[config.mk]
export PLATFORM = sky130hd
export DESIGN_NAME = mrfc_frame
export DESIGN_NICKNAME = d
export VERILOG_FILES = /design/src/rtl/core/mrfc_pkg.sv /design/src/rtl/core/mrfc_frame.sv
export SDC_FILE = /design/constraint.sdc
export NUM_CORES = 1
export LEC_CHECK = 0
export ABC_AREA = 1
export BUFFER_PORTS_ARGS = -buffer_cell sky130_fd_sc_hd__buf_2
export CAP_MARGIN = 40
export CORE_MARGIN = 3
export CORE_UTILIZATION = 40
export CTS_BUF_LIST = sky130_fd_sc_hd__clkbuf_4 sky130_fd_sc_hd__clkbuf_8
export DETAILED_ROUTE_END_ITERATION = 12
export HOLD_SLACK_MARGIN = 0.08
export MAX_ROUTING_LAYER = met4
export PLACE_DENSITY = 0.67
export SLEW_MARGIN = 20
export SYNTH_ARGS = -nofsm -noshare
export SYNTH_HDL_FRONTEND = slang
export SYNTH_SLANG_ARGS = --single-unit
[constraint.sdc]
create_clock -name clk -period 2.76 [get_ports clk]
set_input_delay 0.138 -clock clk [delete_from_list [all_inputs] [get_ports clk]]
set_output_delay 0.138 -clock clk [all_outputs]
set_load 0.1 [all_outputs]
[src/rtl/core/mrfc_pkg.sv]
// ----------------------------------------------------------------------------
// mrfc_pkg: shared types and constants of the reply frame checker
// Frame CRC constants, register and status codes, and the byte-wide
// CRC-16/MODBUS update used by the frame state logic.
// ----------------------------------------------------------------------------
package mrfc_pkg;

	// CRC-16/MODBUS, reflected
	localparam logic [15:0] CRC_INIT = 16'hFFFF;
	localparam logic [15:0] CRC_POLY = 16'hA001;

	// byte counter saturates here
	localparam logic [6:0] COUNT_TOP = 7'd127;

	// low 15 bits all ones marks a saturated reading
	localparam logic [14:0] SAT_MASK = 15'h7FFF;

	// default upper bound of a frame
	localparam int MAX_REPLY_BYTES_DEF = 64;

	// register reset values
	localparam logic [6:0] RST_REPLY_LENGTH    = 7'd7;
	localparam logic [7:0] RST_ECHO_FIRST      = 8'd254;
	localparam logic [7:0] RST_ECHO_SECOND     = 8'd4;
	localparam logic [5:0] RST_VALUE_POSITION  = 6'd3;
	localparam logic [2:0] RST_VALUE_SIZE      = 3'd2;
	localparam logic       RST_CHECK_SATURATED = 1'b1;

	// register indexes on the configuration port
	typedef enum logic [2:0] {
		CFG_REPLY_LENGTH     = 3'd0,
		CFG_ECHO_FIRST_BYTE  = 3'd1,
		CFG_ECHO_SECOND_BYTE = 3'd2,
		CFG_VALUE_POSITION   = 3'd3,
		CFG_VALUE_SIZE       = 3'd4,
		CFG_CHECK_SATURATED  = 3'd5
	} cfg_idx_t;

	// item kind
	typedef enum logic {
		KIND_BYTE = 1'b0,
		KIND_END  = 1'b1
	} kind_t;

	// result status, in priority order
	typedef enum logic [2:0] {
		STAT_OK        = 3'd0,
		STAT_LENGTH    = 3'd1,
		STAT_ECHO      = 3'd2,
		STAT_CRC       = 3'd3,
		STAT_SATURATED = 3'd4
	} status_t;

	typedef struct packed {
		logic [6:0] reply_length;
		logic [7:0] echo_first_byte;
		logic [7:0] echo_second_byte;
		logic [5:0] value_position;
		logic [2:0] value_size;
		logic       check_saturated;
	} cfg_t;

	// item held in the input register
	typedef struct packed {
		logic       valid;
		kind_t      kind;
		logic [7:0] data;
	} item_t;

	typedef struct packed {
		status_t     status;
		logic [31:0] value;
		logic [15:0] received_crc;
		logic [15:0] computed_crc;
	} result_t;

	// one byte into the running CRC, eight shift steps
	function automatic logic [15:0] crc_feed(input logic [15:0] crc, input logic [7:0] b);
		logic [15:0] c;
		c = crc ^ {8'h00, b};
		for (int k = 0; k < 8; k++) begin
			if (c[0]) begin
				c = (c >> 1) ^ CRC_POLY;
			end else begin
				c = c >> 1;
			end
		end
		return c;
	endfunction

endpackage

[src/rtl/core/mrfc_frame.sv]
// ----------------------------------------------------------------------------
// mrfc_frame: frame state and verdict
// Running CRC over the body, two-byte hold-back, echo check, value gather,
// and the status decision on an end item.
// ----------------------------------------------------------------------------
module mrfc_frame #(
	parameter int MAX_REPLY_BYTES = mrfc_pkg::MAX_REPLY_BYTES_DEF
) (
	input  logic              clk,
	input  logic              arst_n,
	input  mrfc_pkg::cfg_t    cfg,
	input  mrfc_pkg::item_t   item_s1,
	input  logic              take_s1,
	output logic              res_load,
	output mrfc_pkg::result_t res
);

	logic [7:0]  held0_q;
	logic [7:0]  held1_q;
	logic [15:0] crc_q;
	logic [6:0]  count_q;
	logic        echo_bad_q;
	logic [31:0] acc_q;

	logic        byte_take;
	logic [15:0] crc_next;
	logic        echo_miss;
	logic        in_window;
	logic [7:0]  window_end;
	logic        len_bad;
	logic [15:0] rx_crc;

	assign byte_take = take_s1 && (item_s1.kind == mrfc_pkg::KIND_BYTE);
	assign res_load  = take_s1 && (item_s1.kind == mrfc_pkg::KIND_END);

	// body CRC: the byte leaving the hold-back pair is fed
	assign crc_next = (count_q >= 7'd2) ? mrfc_pkg::crc_feed(crc_q, held0_q) : crc_q;

	// address and function code echo
	assign echo_miss = ((count_q == 7'd0) && (item_s1.data != cfg.echo_first_byte)) ||
	                   ((count_q == 7'd1) && (item_s1.data != cfg.echo_second_byte));

	// value byte window
	assign window_end = {2'b00, cfg.value_position} + {5'b00000, cfg.value_size};
	assign in_window  = (cfg.value_size != 3'd0) &&
	                    ({1'b0, count_q} >= {2'b00, cfg.value_position}) &&
	                    ({1'b0, count_q} < window_end);

	// frame state update
	always_ff @(posedge clk or negedge arst_n) begin
		if (!arst_n) begin
			held0_q    <= 8'h00;
			held1_q    <= 8'h00;
			crc_q      <= mrfc_pkg::CRC_INIT;
			count_q    <= 7'd0;
			echo_bad_q <= 1'b0;
			acc_q      <= 32'd0;
		end else if (res_load) begin
			held0_q    <= 8'h00;
			held1_q    <= 8'h00;
			crc_q      <= mrfc_pkg::CRC_INIT;
			count_q    <= 7'd0;
			echo_bad_q <= 1'b0;
			acc_q      <= 32'd0;
		end else if (byte_take) begin
			held0_q <= held1_q;
			held1_q <= item_s1.data;
			crc_q   <= crc_next;
			if (echo_miss) begin
				echo_bad_q <= 1'b1;
			end
			if (in_window) begin
				acc_q <= {acc_q[23:0], item_s1.data};
			end
			if (count_q < mrfc_pkg::COUNT_TOP) begin
				count_q <= count_q + 7'd1;
			end
		end
	end

	// verdict
	assign rx_crc  = {held1_q, held0_q};
	assign len_bad = (count_q < 7'd2) || (count_q == mrfc_pkg::COUNT_TOP) ||
	                 (count_q != cfg.reply_length) ||
	                 (32'(cfg.reply_length) > 32'(MAX_REPLY_BYTES));

	always_comb begin
		if (len_bad) begin
			res.status = mrfc_pkg::STAT_LENGTH;
		end else if (echo_bad_q) begin
			res.status = mrfc_pkg::STAT_ECHO;
		end else if (crc_q != rx_crc) begin
			res.status = mrfc_pkg::STAT_CRC;
		end else if (cfg.check_saturated && (acc_q[14:0] == mrfc_pkg::SAT_MASK)) begin
			res.status = mrfc_pkg::STAT_SATURATED;
		end else begin
			res.status = mrfc_pkg::STAT_OK;
		end
		res.value        = acc_q;
		res.received_crc = rx_crc;
		res.computed_crc = crc_q;
	end

	// every end item leaves a fresh frame behind
	a_clear: assert property (@(posedge clk) disable iff (!arst_n)
		res_load |=> (count_q == 7'd0 && crc_q == mrfc_pkg::CRC_INIT && !echo_bad_q))
		else $error("frame state not cleared after end item");

	// counter holds at its top until the frame ends
	a_sat: assert property (@(posedge clk) disable iff (!arst_n)
		(count_q == mrfc_pkg::COUNT_TOP && !res_load) |=> (count_q == mrfc_pkg::COUNT_TOP))
		else $error("byte counter wrapped");

endmodule

After elaboration in Yosys (flattened, before gate mapping)
Index checks and enable logic that the tools add are counted.

storage, ports and cells
  bits in latches = 0
  memory bits (read-only) = 0
  memories = 0
  memory bits (writable) = 0
  word-level logic and storage cells = 81
  flip-flop bits (word level) = 72
  input bits = 46
  output and inout port bits = 68

operators by class
  shift operators = 0
  reductions and logical operators = 22
  add/subtract/negate cells = 2
  divide/modulo/power cells = 0
  $mul = 0
  mux-type cells = 28
  eq/ne operators = 7
  $lt $le $gt $ge = 6
  bitwise operators = 10

operator list
  operator                number
  $mux W16                11
  $mux W32                3
  $mux W8                 4
  $not A2 Y3              8
  $mux W7                 3
  $ne A16 B16 Y1          1
  $ne A8 B8 Y1            2
  $xor A16 B8 Y16         1
  $eq A15 B15 Y1 const B  1
  $mux W3                 4
  $reduce_bool A2 Y1      5
  $reduce_and A2 Y1       4
  $add A6 B3 Y7           1
  $add A7 B1 Y7 const B   1
  $eq A7 B1 Y1 const B    1
  $eq A7 B7 Y1 const B    1
  $ge A7 B2 Y1 const B    1
  $ge A7 B6 Y1            1
  $gt A7 B7 Y1 const B    1
  $logic_and A1 B1 Y1     7
  $logic_not A7 Y1        1
  $lt A7 B2 Y1 const B    1
  $lt A7 B7 Y1            1
  $lt A7 B7 Y1 const B    1
  other kinds (5)         10

Logic depth before layout (Yosys ltp)
Gate-level depths: netlist of the first run.

  depth after elaboration = 20
  gate-level depth with buffers = 16
  gate-level depth less buffers = 15

Least setup slack after synthesis of the first run
OpenSTA, ideal clock, no wires.

  kind = register -> output
  start point = register held0_q[2]
  end point = output res[66] (netlist bit)
  slack = -572 ps
  path buffers = 0
  required time = 2622 ps
  arrival time = 3194 ps
  cell stages (with the launch flop) = 10
  cell sequence = dfrtp_1 nand2_1 nand2_1 ha_1 nand4_1 nor3_1 nand3_1 nor2_1 nand2_1 nor2_1

RTL lines
  what                      RTL line          text
  start: declaration        mrfc_frame.sv:18  logic [7:0] held0_q;
  start signal: assignment  mrfc_frame.sv:66  held0_q <= held1_q;
  end: declaration          mrfc_frame.sv:15  output mrfc_pkg::result_t res

==> results of run 1 <==
## worst reg2reg max path: stages (launching register included)
cell	delay (ps)
dfstp_2	580
xnor2_2	160
ha_1	340
inv_1	110
nand3_1	80
nand2_1	140
nand2_1	80
nand3_1	100
nand2_1	80
nand2_1	90
nand2_1	70
nand2_1	60
nand3_1	60
nand2_1	70
inv_1	40
## per-layer routing
layer,global-route usage [%],vias to the layer above
li1,-,2002
met1,26.6,1960
met2,32.9,139
met3,3.90,19
met4,5.54,0
met5,-,-
## sequential cells by signal (all words and copies together), names as in the netlist
name,flops
held0_q,8
acc_q,32
echo_bad_q,1
held1_q,8
crc_q,16
count_q,7
## worst max path at each step
stage                     startpoint        end  slack (ps)  depth (start not counted)
final                       crc_q[5]    res[65]         130                          9
after global routing        crc_q[5]    res[65]        -0.3                          9
after CTS                 held0_q[0]    res[66]          60                          9
after detailed placement      cfg[1]  acc_q[18]         160                         15
after global placement        cfg[1]   acc_q[3]         210                         11
after floorplan           held0_q[2]    res[66]        -150                          9
## power by group through the flow
stage / registers, mW / logic, mW / clock network, mW
6_report: 1.42 / 2.00 / 0.763
4_1_cts: 1.41 / 1.99 / 0.777
5_1_grt: 1.44 / 2.15 / 0.826
3_5_place_dp: 1.43 / 1.99 / 0
2_1_floorplan: 2.28 / 0.755 / 0
3_3_place_gp: 1.43 / 1.96 / 0
## cell type report
cell class                      instances  area, µm²  share of cell area (%)
Multi-Input combinational cell        379       2200                    41.8
Sequential cell                        72       1820                    34.7
Timing Repair Buffer                  120        653                    12.4
Inverter                               61        229                    4.36
Tap cell                              136        170                    3.24
Clock buffer                           10        138                    2.62
Clock inverter                          6       45.0                   0.857
## placed cells by master, fill, tap and decap left out, types with 2 or more instances in the layout
cell and n:
nand2_2 3, nor2_2 3, xor2_1 16, buf_2 110
nand4_1 37, or2_2 11, inv_1 59, dfrtp_1 56
nor2_1 29, xnor2_1 17, clkinvlp_4 3, nor4_1 4
a21oi_1 14, nand3_1 54, buf_12 2, clkinv_4 2
nand2_1 114, buf_4 6, dfstp_2 16, o21ai_0 16
a22oi_1 6, inv_2 2, o22ai_1 12, ha_1 23
clkbuf_8 10, nor3_1 8
## per-stage QoR
stage | setup TNS, ps | std cells
global placement | 0 | 766
detailed placement | 0 | 766
global route | -0.274 | 784
CTS | 0 | 783
floorplan | -151 | 533
finish | 0 | 784
## logic make-up after synthesis
family,share of synthesized area [%]
AND/OR/NAND/NOR,28.8
buffers and inverters,8.00
flip-flops,41.9
AO/OA/AOI/OAI,7.45
XOR/XNOR,6.84
adder cells (fa/ha/maj),7.08
## repair_timing
action | CTS | global route
gates resized for setup | 0 | 3
hold buffers | 1 | 0
endpoints found under the setup margin | 0 | 2
setup buffers | 0 | 1
endpoints found under the hold margin | 14 | 0
==> flow_summary.ini, run 1 <==
[outcome]
status = finished, final reports clean

[floorplanning]
row_count = 37
die_x_um = 110
num_io_pins = 114
die_area_mm2 = 0.0122
core_mm2 = 0.0105
die_h_um = 110
initial_core_util_pct = 41.6

[routing]
vias = 4120
drt-initial-drc-count = 288
wl_per_cell_um = 15.2
drc = 0
wl_met2_mm = 5.89
routed.top_layer = met4
dr.pass1.iters = 7
ant_nets = 0
via_per_inst = 5.26
dr_wl_met3_um = 707
wl_mm = 11.9
m1WireLength_mm = 5.14

[timing]
fin_worst_hold_slack_ps = 107
max_freq_ghz = 0.381
fin_crit_ps = 2630
setup_ws_ps = 135
skew_ps = 11.8
hold_viol_final = 0
max-slew-margin-rel_pct = 52.3
max_slew.worst_pin.slew_ps = 715
fin_crit_sh_pct = 95.1
setup_viol_count_final = 0
drv_slew = 0

[logic_synthesis]
synthFlopType = dfrtp_1
synth_area_leaders = dfrtp_1 (32%), nand2_1 (9.9%), dfstp_2 (9.7%), ha_1 (6.6%), nand3_1 (6.2%)
synth_fp_nets = 603
syn_avg_cell_area_um2 = 8.16
netlist_instances = 533
synth_enable_flop_cells = 0
synth_top_area_share_pct = 32.2
async_flop_share_pct = 100
ys_warn_count = 0
synth-seq-cells = 72
yosysMostFrequentCell = nand2_1
syn_area_mm2 = 0.00435
synth_cell_type_count = 35
yosysSeqAreaShare_pct = 41.9
yosysTopAreaCell = dfrtp_1
synthTopCellsByCount = nand2_1 (115), inv_1 (59), dfrtp_1 (56)

[cells_and_area]
drive_gt1_share_pct = 27.0
fin_util_pct = 50.2
fillers = 1048
n_antenna_cell = 0
design_area_mm2 = 0.00526
num-nets-final = 713
syn_to_final_growth_pct = 20.8

[worst_setup_path]
crit_path_cell_trace = xnor2_1 -> ha_1 -> nand4_1 -> nor3_1 -> nand3_1 -> nor2_2 -> buf_4 -> nor2_2 -> clkbuf_4
setup.worst_path.start_class = register
cpPeakStageDelay_ps = 580
cp.required_ps = 2620
crit_fanout = 4
crit_type = register to primary output
crit_top_cell = nor2_2
reg2reg_depth = 14
r2r_start = crc_q[0]
crit_buf_inv = 2
r2r_slack_ps = 650
cp_top_family = simple AND/OR/NAND/NOR gates
r2r-end = crc_q[0]
worstPathArrival_ps = 2490
end_kind = primary output
slowest_stage = dfstp_2

[global_route]
track_usage_pct = 20.5
grt_pass1_wl_mm = 19.0
first_global_vias = 3963
gr-total-overflow = 0
antenna_found_initial = 0
grt_max_degree = 66

[clock_tree]
clk_latency_ps = 340
clk_pin_slew_ps = 80
cts_max_level = 3
cts_made_buffers = 9
cts_tree = done
cts_buffer_depth = 2
cts_num_sinks = 72
clock-root-buffer = clkbuf_8

[pwr]
ir_drop_mv = 0.804
pwr-share-comb_pct = 47.8
p_leak_nw = 2.83
p_sw_mw = 2.11
power_mw = 4.18
pwr-share-seq_pct = 34.0
p_int_mw = 2.07
switching_share_pct = 50.5
clkPwrFrac_pct = 18.3
power_density_mw_per_mm2 = 795

[min_path]
hold_start = item_s1[3]
hold_path.class = input pin to register
holdPathStages = 3
min_delay_worst_endpoint = acc_q[3]

[place]
portBuffers = 112
place.gp.congestion = 0.885
place_ws_ps = 161
dpl_cell_area_mm2 = 0.00504
post-dp-hpwl_mm = 9.11

[flow_run]
max-cap-violations = 0
(Power assumes the default switching activity.)
==> inputs of run 2 (changes only) <==
--- a/config.mk
+++ b/config.mk
@@ -14,7 +14,7 @@
 export DETAILED_ROUTE_END_ITERATION = 12
 export HOLD_SLACK_MARGIN = 0.08
 export MAX_ROUTING_LAYER = met4
-export PLACE_DENSITY = 0.67
+export PLACE_DENSITY = 0.7
 export SLEW_MARGIN = 20
 export SYNTH_ARGS = -nofsm -noshare
 export SYNTH_HDL_FRONTEND = slang
==> constraint.sdc (replaced) <==
create_clock -name clk -period 2.2 [get_ports clk]
set_input_delay 0.11 -clock clk [delete_from_list [all_inputs] [get_ports clk]]
set_output_delay 0.11 -clock clk [all_outputs]
set_load 0.1 [all_outputs]
==> flow_summary.ini, run 2 (synthesis results as in run 1) <==
[worst_setup_path]
crit_path_cell_trace = xnor2_4 -> ha_2 -> nand4_1 -> nor3_2 -> nand3_2 -> nor2_4 -> nand2_2 -> nor2_4 -> buf_12
end_kind = primary output
crit_buf_inv = 1
critPathLaunch = crc_q[5]
r2r_slack_ps = 190
crit_fanout = 3
r2r-end = acc_q[17]
cpPeakStageDelay_ps = 650
setup.worst_path.start_class = register
worstPathArrival_ps = 2250
cp.required_ps = 2090
reg2reg_depth = 12
crit_top_cell = nor2_4
slowest_stage = dfstp_4
cp_top_family = simple AND/OR/NAND/NOR gates
r2r_start = count_q[0]
crit_type = register to primary output

[timing]
setup_viol_count_final = 3
max_freq_ghz = 0.424
fin_crit_sh_pct = 107
setup_ws_ps = -160
max_slew.worst_pin.slew_ps = 514
hold_viol_final = 0
fin_worst_hold_slack_ps = 89.8
max-slew-margin-rel_pct = 66.0
rsz0062_at_grt = true
fin_crit_ps = 2360
skew_ps = 11.6
drv_slew = 0

[pwr]
pwr-share-seq_pct = 31.4
p_int_mw = 3.06
p_sw_mw = 2.78
switching_share_pct = 47.6
power_density_mw_per_mm2 = 981
ir_drop_mv = 1.51
pwr-share-comb_pct = 48.5
p_leak_nw = 3.07
clkPwrFrac_pct = 20.0

[global_route]
grt_pass1_wl_mm = 19.4
first_global_vias = 4045
grt_max_degree = 73
track_usage_pct = 21.0
antenna_found_initial = 0
gr-total-overflow = 0

[cells_and_area]
final_cell_mix = buf_2 (108), nand2_1 (106), inv_1 (59)
drive_gt1_share_pct = 35.0
design_area_mm2 = 0.00594
fillers = 967
mostFrequentLayoutCell = buf_2
num-nets-final = 742
top_regs = acc_q (32), crc_q (16)
largest_register_ffs = 32
n_antenna_cell = 0
syn_to_final_growth_pct = 36.6
largest_register = acc_q

[place]
portBuffers = 112
dpl_cell_area_mm2 = 0.00531
post-dp-hpwl_mm = 9.26
place.gp.congestion = 0.920

[floorplanning]
die_x_um = 110
die_area_mm2 = 0.0122
initial_core_util_pct = 41.6
num_io_pins = 114
row_count = 37
die_h_um = 110
core_mm2 = 0.0105

[clock_tree]
clk_pin_slew_ps = 80
cts_made_buffers = 9
cts_max_level = 3
cts_num_sinks = 72
clock-root-buffer = clkbuf_8
cts_tree = done
clk_latency_ps = 340
cts_buffer_depth = 2

[routing]
wl_mm = 13.0
dr.pass1.iters = 6
wl_per_cell_um = 16.0
drc = 0
vias = 4330
via_per_inst = 5.33
drt-initial-drc-count = 329
ant_nets = 0

[outcome]
violations = setup timing
status = finished with violations

[flow_run]
max-cap-violations = 0

[min_path]
hold_start = item_s1[4]
hold_path.class = input pin to register
min_delay_worst_endpoint = acc_q[4]
holdPathStages = 3
==> run 2: cell types whose count changed in the layout (fill, tap and decap cells not counted), sizes merged <==
cell	previous run	this run
dlygate4sd3	1	6
bufinv	0	2
clkinv	3	5
clkinvlp	3	0
clkbuf	11	13
buf	118	139
==> run 2: worst max-delay path by stage <==
stage                     endpoint  slack, ps  depth (start not counted)
after floorplan            res[66]       -160                          8
after global placement    acc_q[5]       -290                         13
after detailed placement  acc_q[0]       -340                         15
after CTS                  res[66]       -250                          9
after global routing       res[66]       -300                          9
final                      res[66]       -160                          9
==> run 2: metal layers <==
metal  GRT usage, %  up-vias  wire [µm]  share of wire (%)
li1               -     2075          -                  -
met1           25.3     2066       5260                 40
met2           35.4      167       6750                 52
met3           4.37       22        795                6.1
met4           6.51        0        244                1.9
met5              -        -          0                  0
==> run 2: timing repair <==
item | CTS | global route
buffers inserted | 3 | 3
setup endpoints to repair | 3 | 36
hold endpoints to repair | 63 | 0
gates cloned | 0 | 5
pin swaps | 10 | 9
gates resized for setup | 18 | 21
hold buffers | 6 | 0
==> run 2: layout make-up <==
class,instances,area [µm²],share of cell area [%]
clock buffers,9,124,2.08
clock inverters,7,96.3,1.62
inverters,61,229,3.85
multi-input cells,379,2400,40.4
flip-flops and latches,72,1870,31.4
well taps,136,170,2.86
repair buffers,149,1050,17.7
==> run 2: power groups by stage <==
| stage | clock (mW) | combinational [mW] | sequential, mW |
|---|---|---|---|
| 6_report | 1.17 | 2.83 | 1.83 |
| 5_1_grt | 1.23 | 3.04 | 1.86 |
| 4_1_cts | 1.19 | 2.72 | 1.83 |
| 3_5_place_dp | 0 | 2.62 | 1.84 |
| 3_3_place_gp | 0 | 2.58 | 1.83 |
| 2_1_floorplan | 0 | 0.983 | 2.92 |
==> run 2: stage by stage <==
stage	setup TNS, ps	cells	power (mW)	util [%]	setup WS [ps]
5_1_grt	-1310	813	6.12	56.8	-305
3_5_place_dp	-9840	780	4.46	50.8	-344
4_1_cts	-629	805	5.74	54.5	-250
2_1_floorplan	-155	533	3.90	-	-155
6_report	-367	813	5.83	56.8	-160
3_3_place_gp	-8200	780	4.40	50.8	-285
==> run 2: tightest hold or removal path: cells and delay by family <==
family                 cells  cell delay (ps)
buffers and inverters      1              140
and+or+nand+nor            2              140
==> inputs of run 3 (changes only) <==
--- a/config.mk
+++ b/config.mk
@@ -14,7 +14,8 @@
 export DETAILED_ROUTE_END_ITERATION = 12
 export HOLD_SLACK_MARGIN = 0.08
 export MAX_ROUTING_LAYER = met4
-export PLACE_DENSITY = 0.7
+export PLACE_DENSITY = 0.68
+export RECOVER_POWER = 25
 export SLEW_MARGIN = 20
 export SYNTH_ARGS = -nofsm -noshare
 export SYNTH_HDL_FRONTEND = slang
==> flow_summary.ini, run 3 (synthesis results as in run 1) <==
[outcome]
status = finished with violations
violations = setup timing

[floorplanning]
die_h_um = 110
num_io_pins = 114
core_mm2 = 0.0105
die_area_mm2 = 0.0122
row_count = 37
die_x_um = 110
initial_core_util_pct = 41.6

[worst_setup_path]
reg2reg_depth = 13
cp_top_family = flip-flops
crit_path_cell_trace = xnor2_1 -> ha_4 -> nand4_1 -> nor3_2 -> nand3_2 -> buf_4 -> a21o_4 -> buf_12
worstPathArrival_ps = 2330
cpPeakStageDelay_ps = 630
slowest_stage = dfstp_4
setup.worst_path.start_class = register
cp.required_ps = 2090
crit_type = register to primary output
crit_buf_inv = 2
end_kind = primary output
crit_fanout = 3
cp.depth = 8
r2r_slack_ps = 70

[clock_tree]
cts_num_sinks = 72
clk_latency_ps = 360
cts_buffer_depth = 2
clock-root-buffer = clkbuf_8
cts_max_level = 3
clk_pin_slew_ps = 80
cts_made_buffers = 9
cts_tree = done

[cells_and_area]
n_antenna_cell = 0
largest_register_ffs = 32
seq_area_mm2 = 0.00187
num-nets-final = 751
top_regs = acc_q (32), crc_q (16)
drive_gt1_share_pct = 41.5
fin_util_pct = 59.9
largest_register = acc_q
syn_to_final_growth_pct = 44.1
fillers = 890
final_cell_mix = nand2_1 (101), buf_2 (101), inv_1 (58)
multiInputGateArea_mm2 = 0.00260

[routing]
vias = 4458
dr.pass1.iters = 5
ant_nets = 0
drc = 0
wl_mm = 13.9
via_per_inst = 5.42
drt-initial-drc-count = 328
wl_per_cell_um = 17.0

[timing]
fin_crit_ps = 2440
skew_ps = 11.6
max_slew.worst_pin.slew_ps = 770
hold_viol_final = 0
setup_ws_ps = -239
drv_slew = 0
max_freq_ghz = 0.410
rsz0062_at_grt = true
fin_crit_sh_pct = 111
setup_viol_count_final = 3
max-slew-margin-rel_pct = 48.7
tns_ps = -628

[flow_run]
max-cap-violations = 0

[place]
post-dp-hpwl_mm = 9.53
portBuffers = 112
place_ws_ps = -370
place.gp.congestion = 0.880

[global_route]
track_usage_pct = 21.6
first_global_vias = 4092
gr-total-overflow = 0
grt_max_degree = 45
grt_pass1_wl_mm = 19.9
antenna_found_initial = 0

[pwr]
p_leak_nw = 3.16
switching_share_pct = 47.7
power_density_mw_per_mm2 = 948
clkPwrFrac_pct = 20.3
p_int_mw = 3.11
p_sw_mw = 2.83
pwr-share-comb_pct = 49.1
pwr-share-seq_pct = 30.7
ir_drop_mv = 1.11

[min_path]
hold_path.class = input pin to register
holdPathStages = 3
[run 3: changes by cell type in the layout (fill, tap and decap cells not counted), moves of 4 or more]
cell     change
buf_2        -7
nand3_2     +29
nand2_1      -5
buf_6       +10
nand2_2      +4
nand3_1     -30
[run 3: cell type report]
type,count,area share [%]
Clock buffer,10,2.19
Inverter,61,3.69
Clock inverter,6,1.48
Multi-Input combinational cell,379,41.4
Timing Repair Buffer,158,18.7
Tap cell,136,2.71
Sequential cell,72,29.8
[run 3: stage by stage]
step           hold WS, ps  area [µm²]  instances  power (mW)
2_1_floorplan         -186        4490        533        3.90
3_3_place_gp           244        5360        784        4.43
3_5_place_dp           249        5360        784        4.48
4_1_cts               86.5        5750        810        5.77
5_1_grt                105        6270        822        6.22
6_report              92.3        6270        822        5.95
[run 3: final timing paths]
| path | from | endpoint |
|---|---|---|
| worst max-delay path | crc_q[1] | res[64] |
| worst min-delay path | item_s1[3] | acc_q[3] |
| worst max register to register | count_q[1] | acc_q[5] |
| worst min register to register | acc_q[24] | acc_q[24] |
| max in group asynchronous | arst_n | acc_q[2] |
| min in group asynchronous | arst_n | crc_q[15] |
[run 3: repair_timing]
item / CTS / global route
gates cloned: 0 / 9
setup endpoints to repair: 4 / 36
hold buffers: 6 / 0
gates resized for setup: 16 / 81
pin swaps: 9 / 40
buffers inserted: 4 / 2
endpoints found under the hold margin: 23 / 0
[run 3: power by group through the flow]
stage / Clock [mW] / Combinational [mW] / Sequential, mW
after floorplan: 0 / 0.983 / 2.92
after global placement: 0 / 2.60 / 1.83
after detailed placement: 0 / 2.65 / 1.83
after CTS: 1.21 / 2.74 / 1.82
after global routing: 1.27 / 3.10 / 1.85
final: 1.20 / 2.92 / 1.82
[run 3: routing by layer]
layer | up-vias | part of all wire [%] | global-route usage [%]
met2 | 174 | 50 | 35.9
met3 | 35 | 6.1 | 3.55
met1 | 2166 | 41 | 27.2
met4 | 0 | 2.5 | 6.16
met5 | - | 0 | -
li1 | 2083 | - | -
[run 3: worst reg2reg max path, delay by kind of cell (launching register included)]
family,cells,cell delay (ps)
AND/OR/NAND/NOR,7,690
adder cells (fa/ha/maj),1,310
buffers and inverters,2,220
AO/OA/AOI/OAI,3,360
flip-flops,1,490
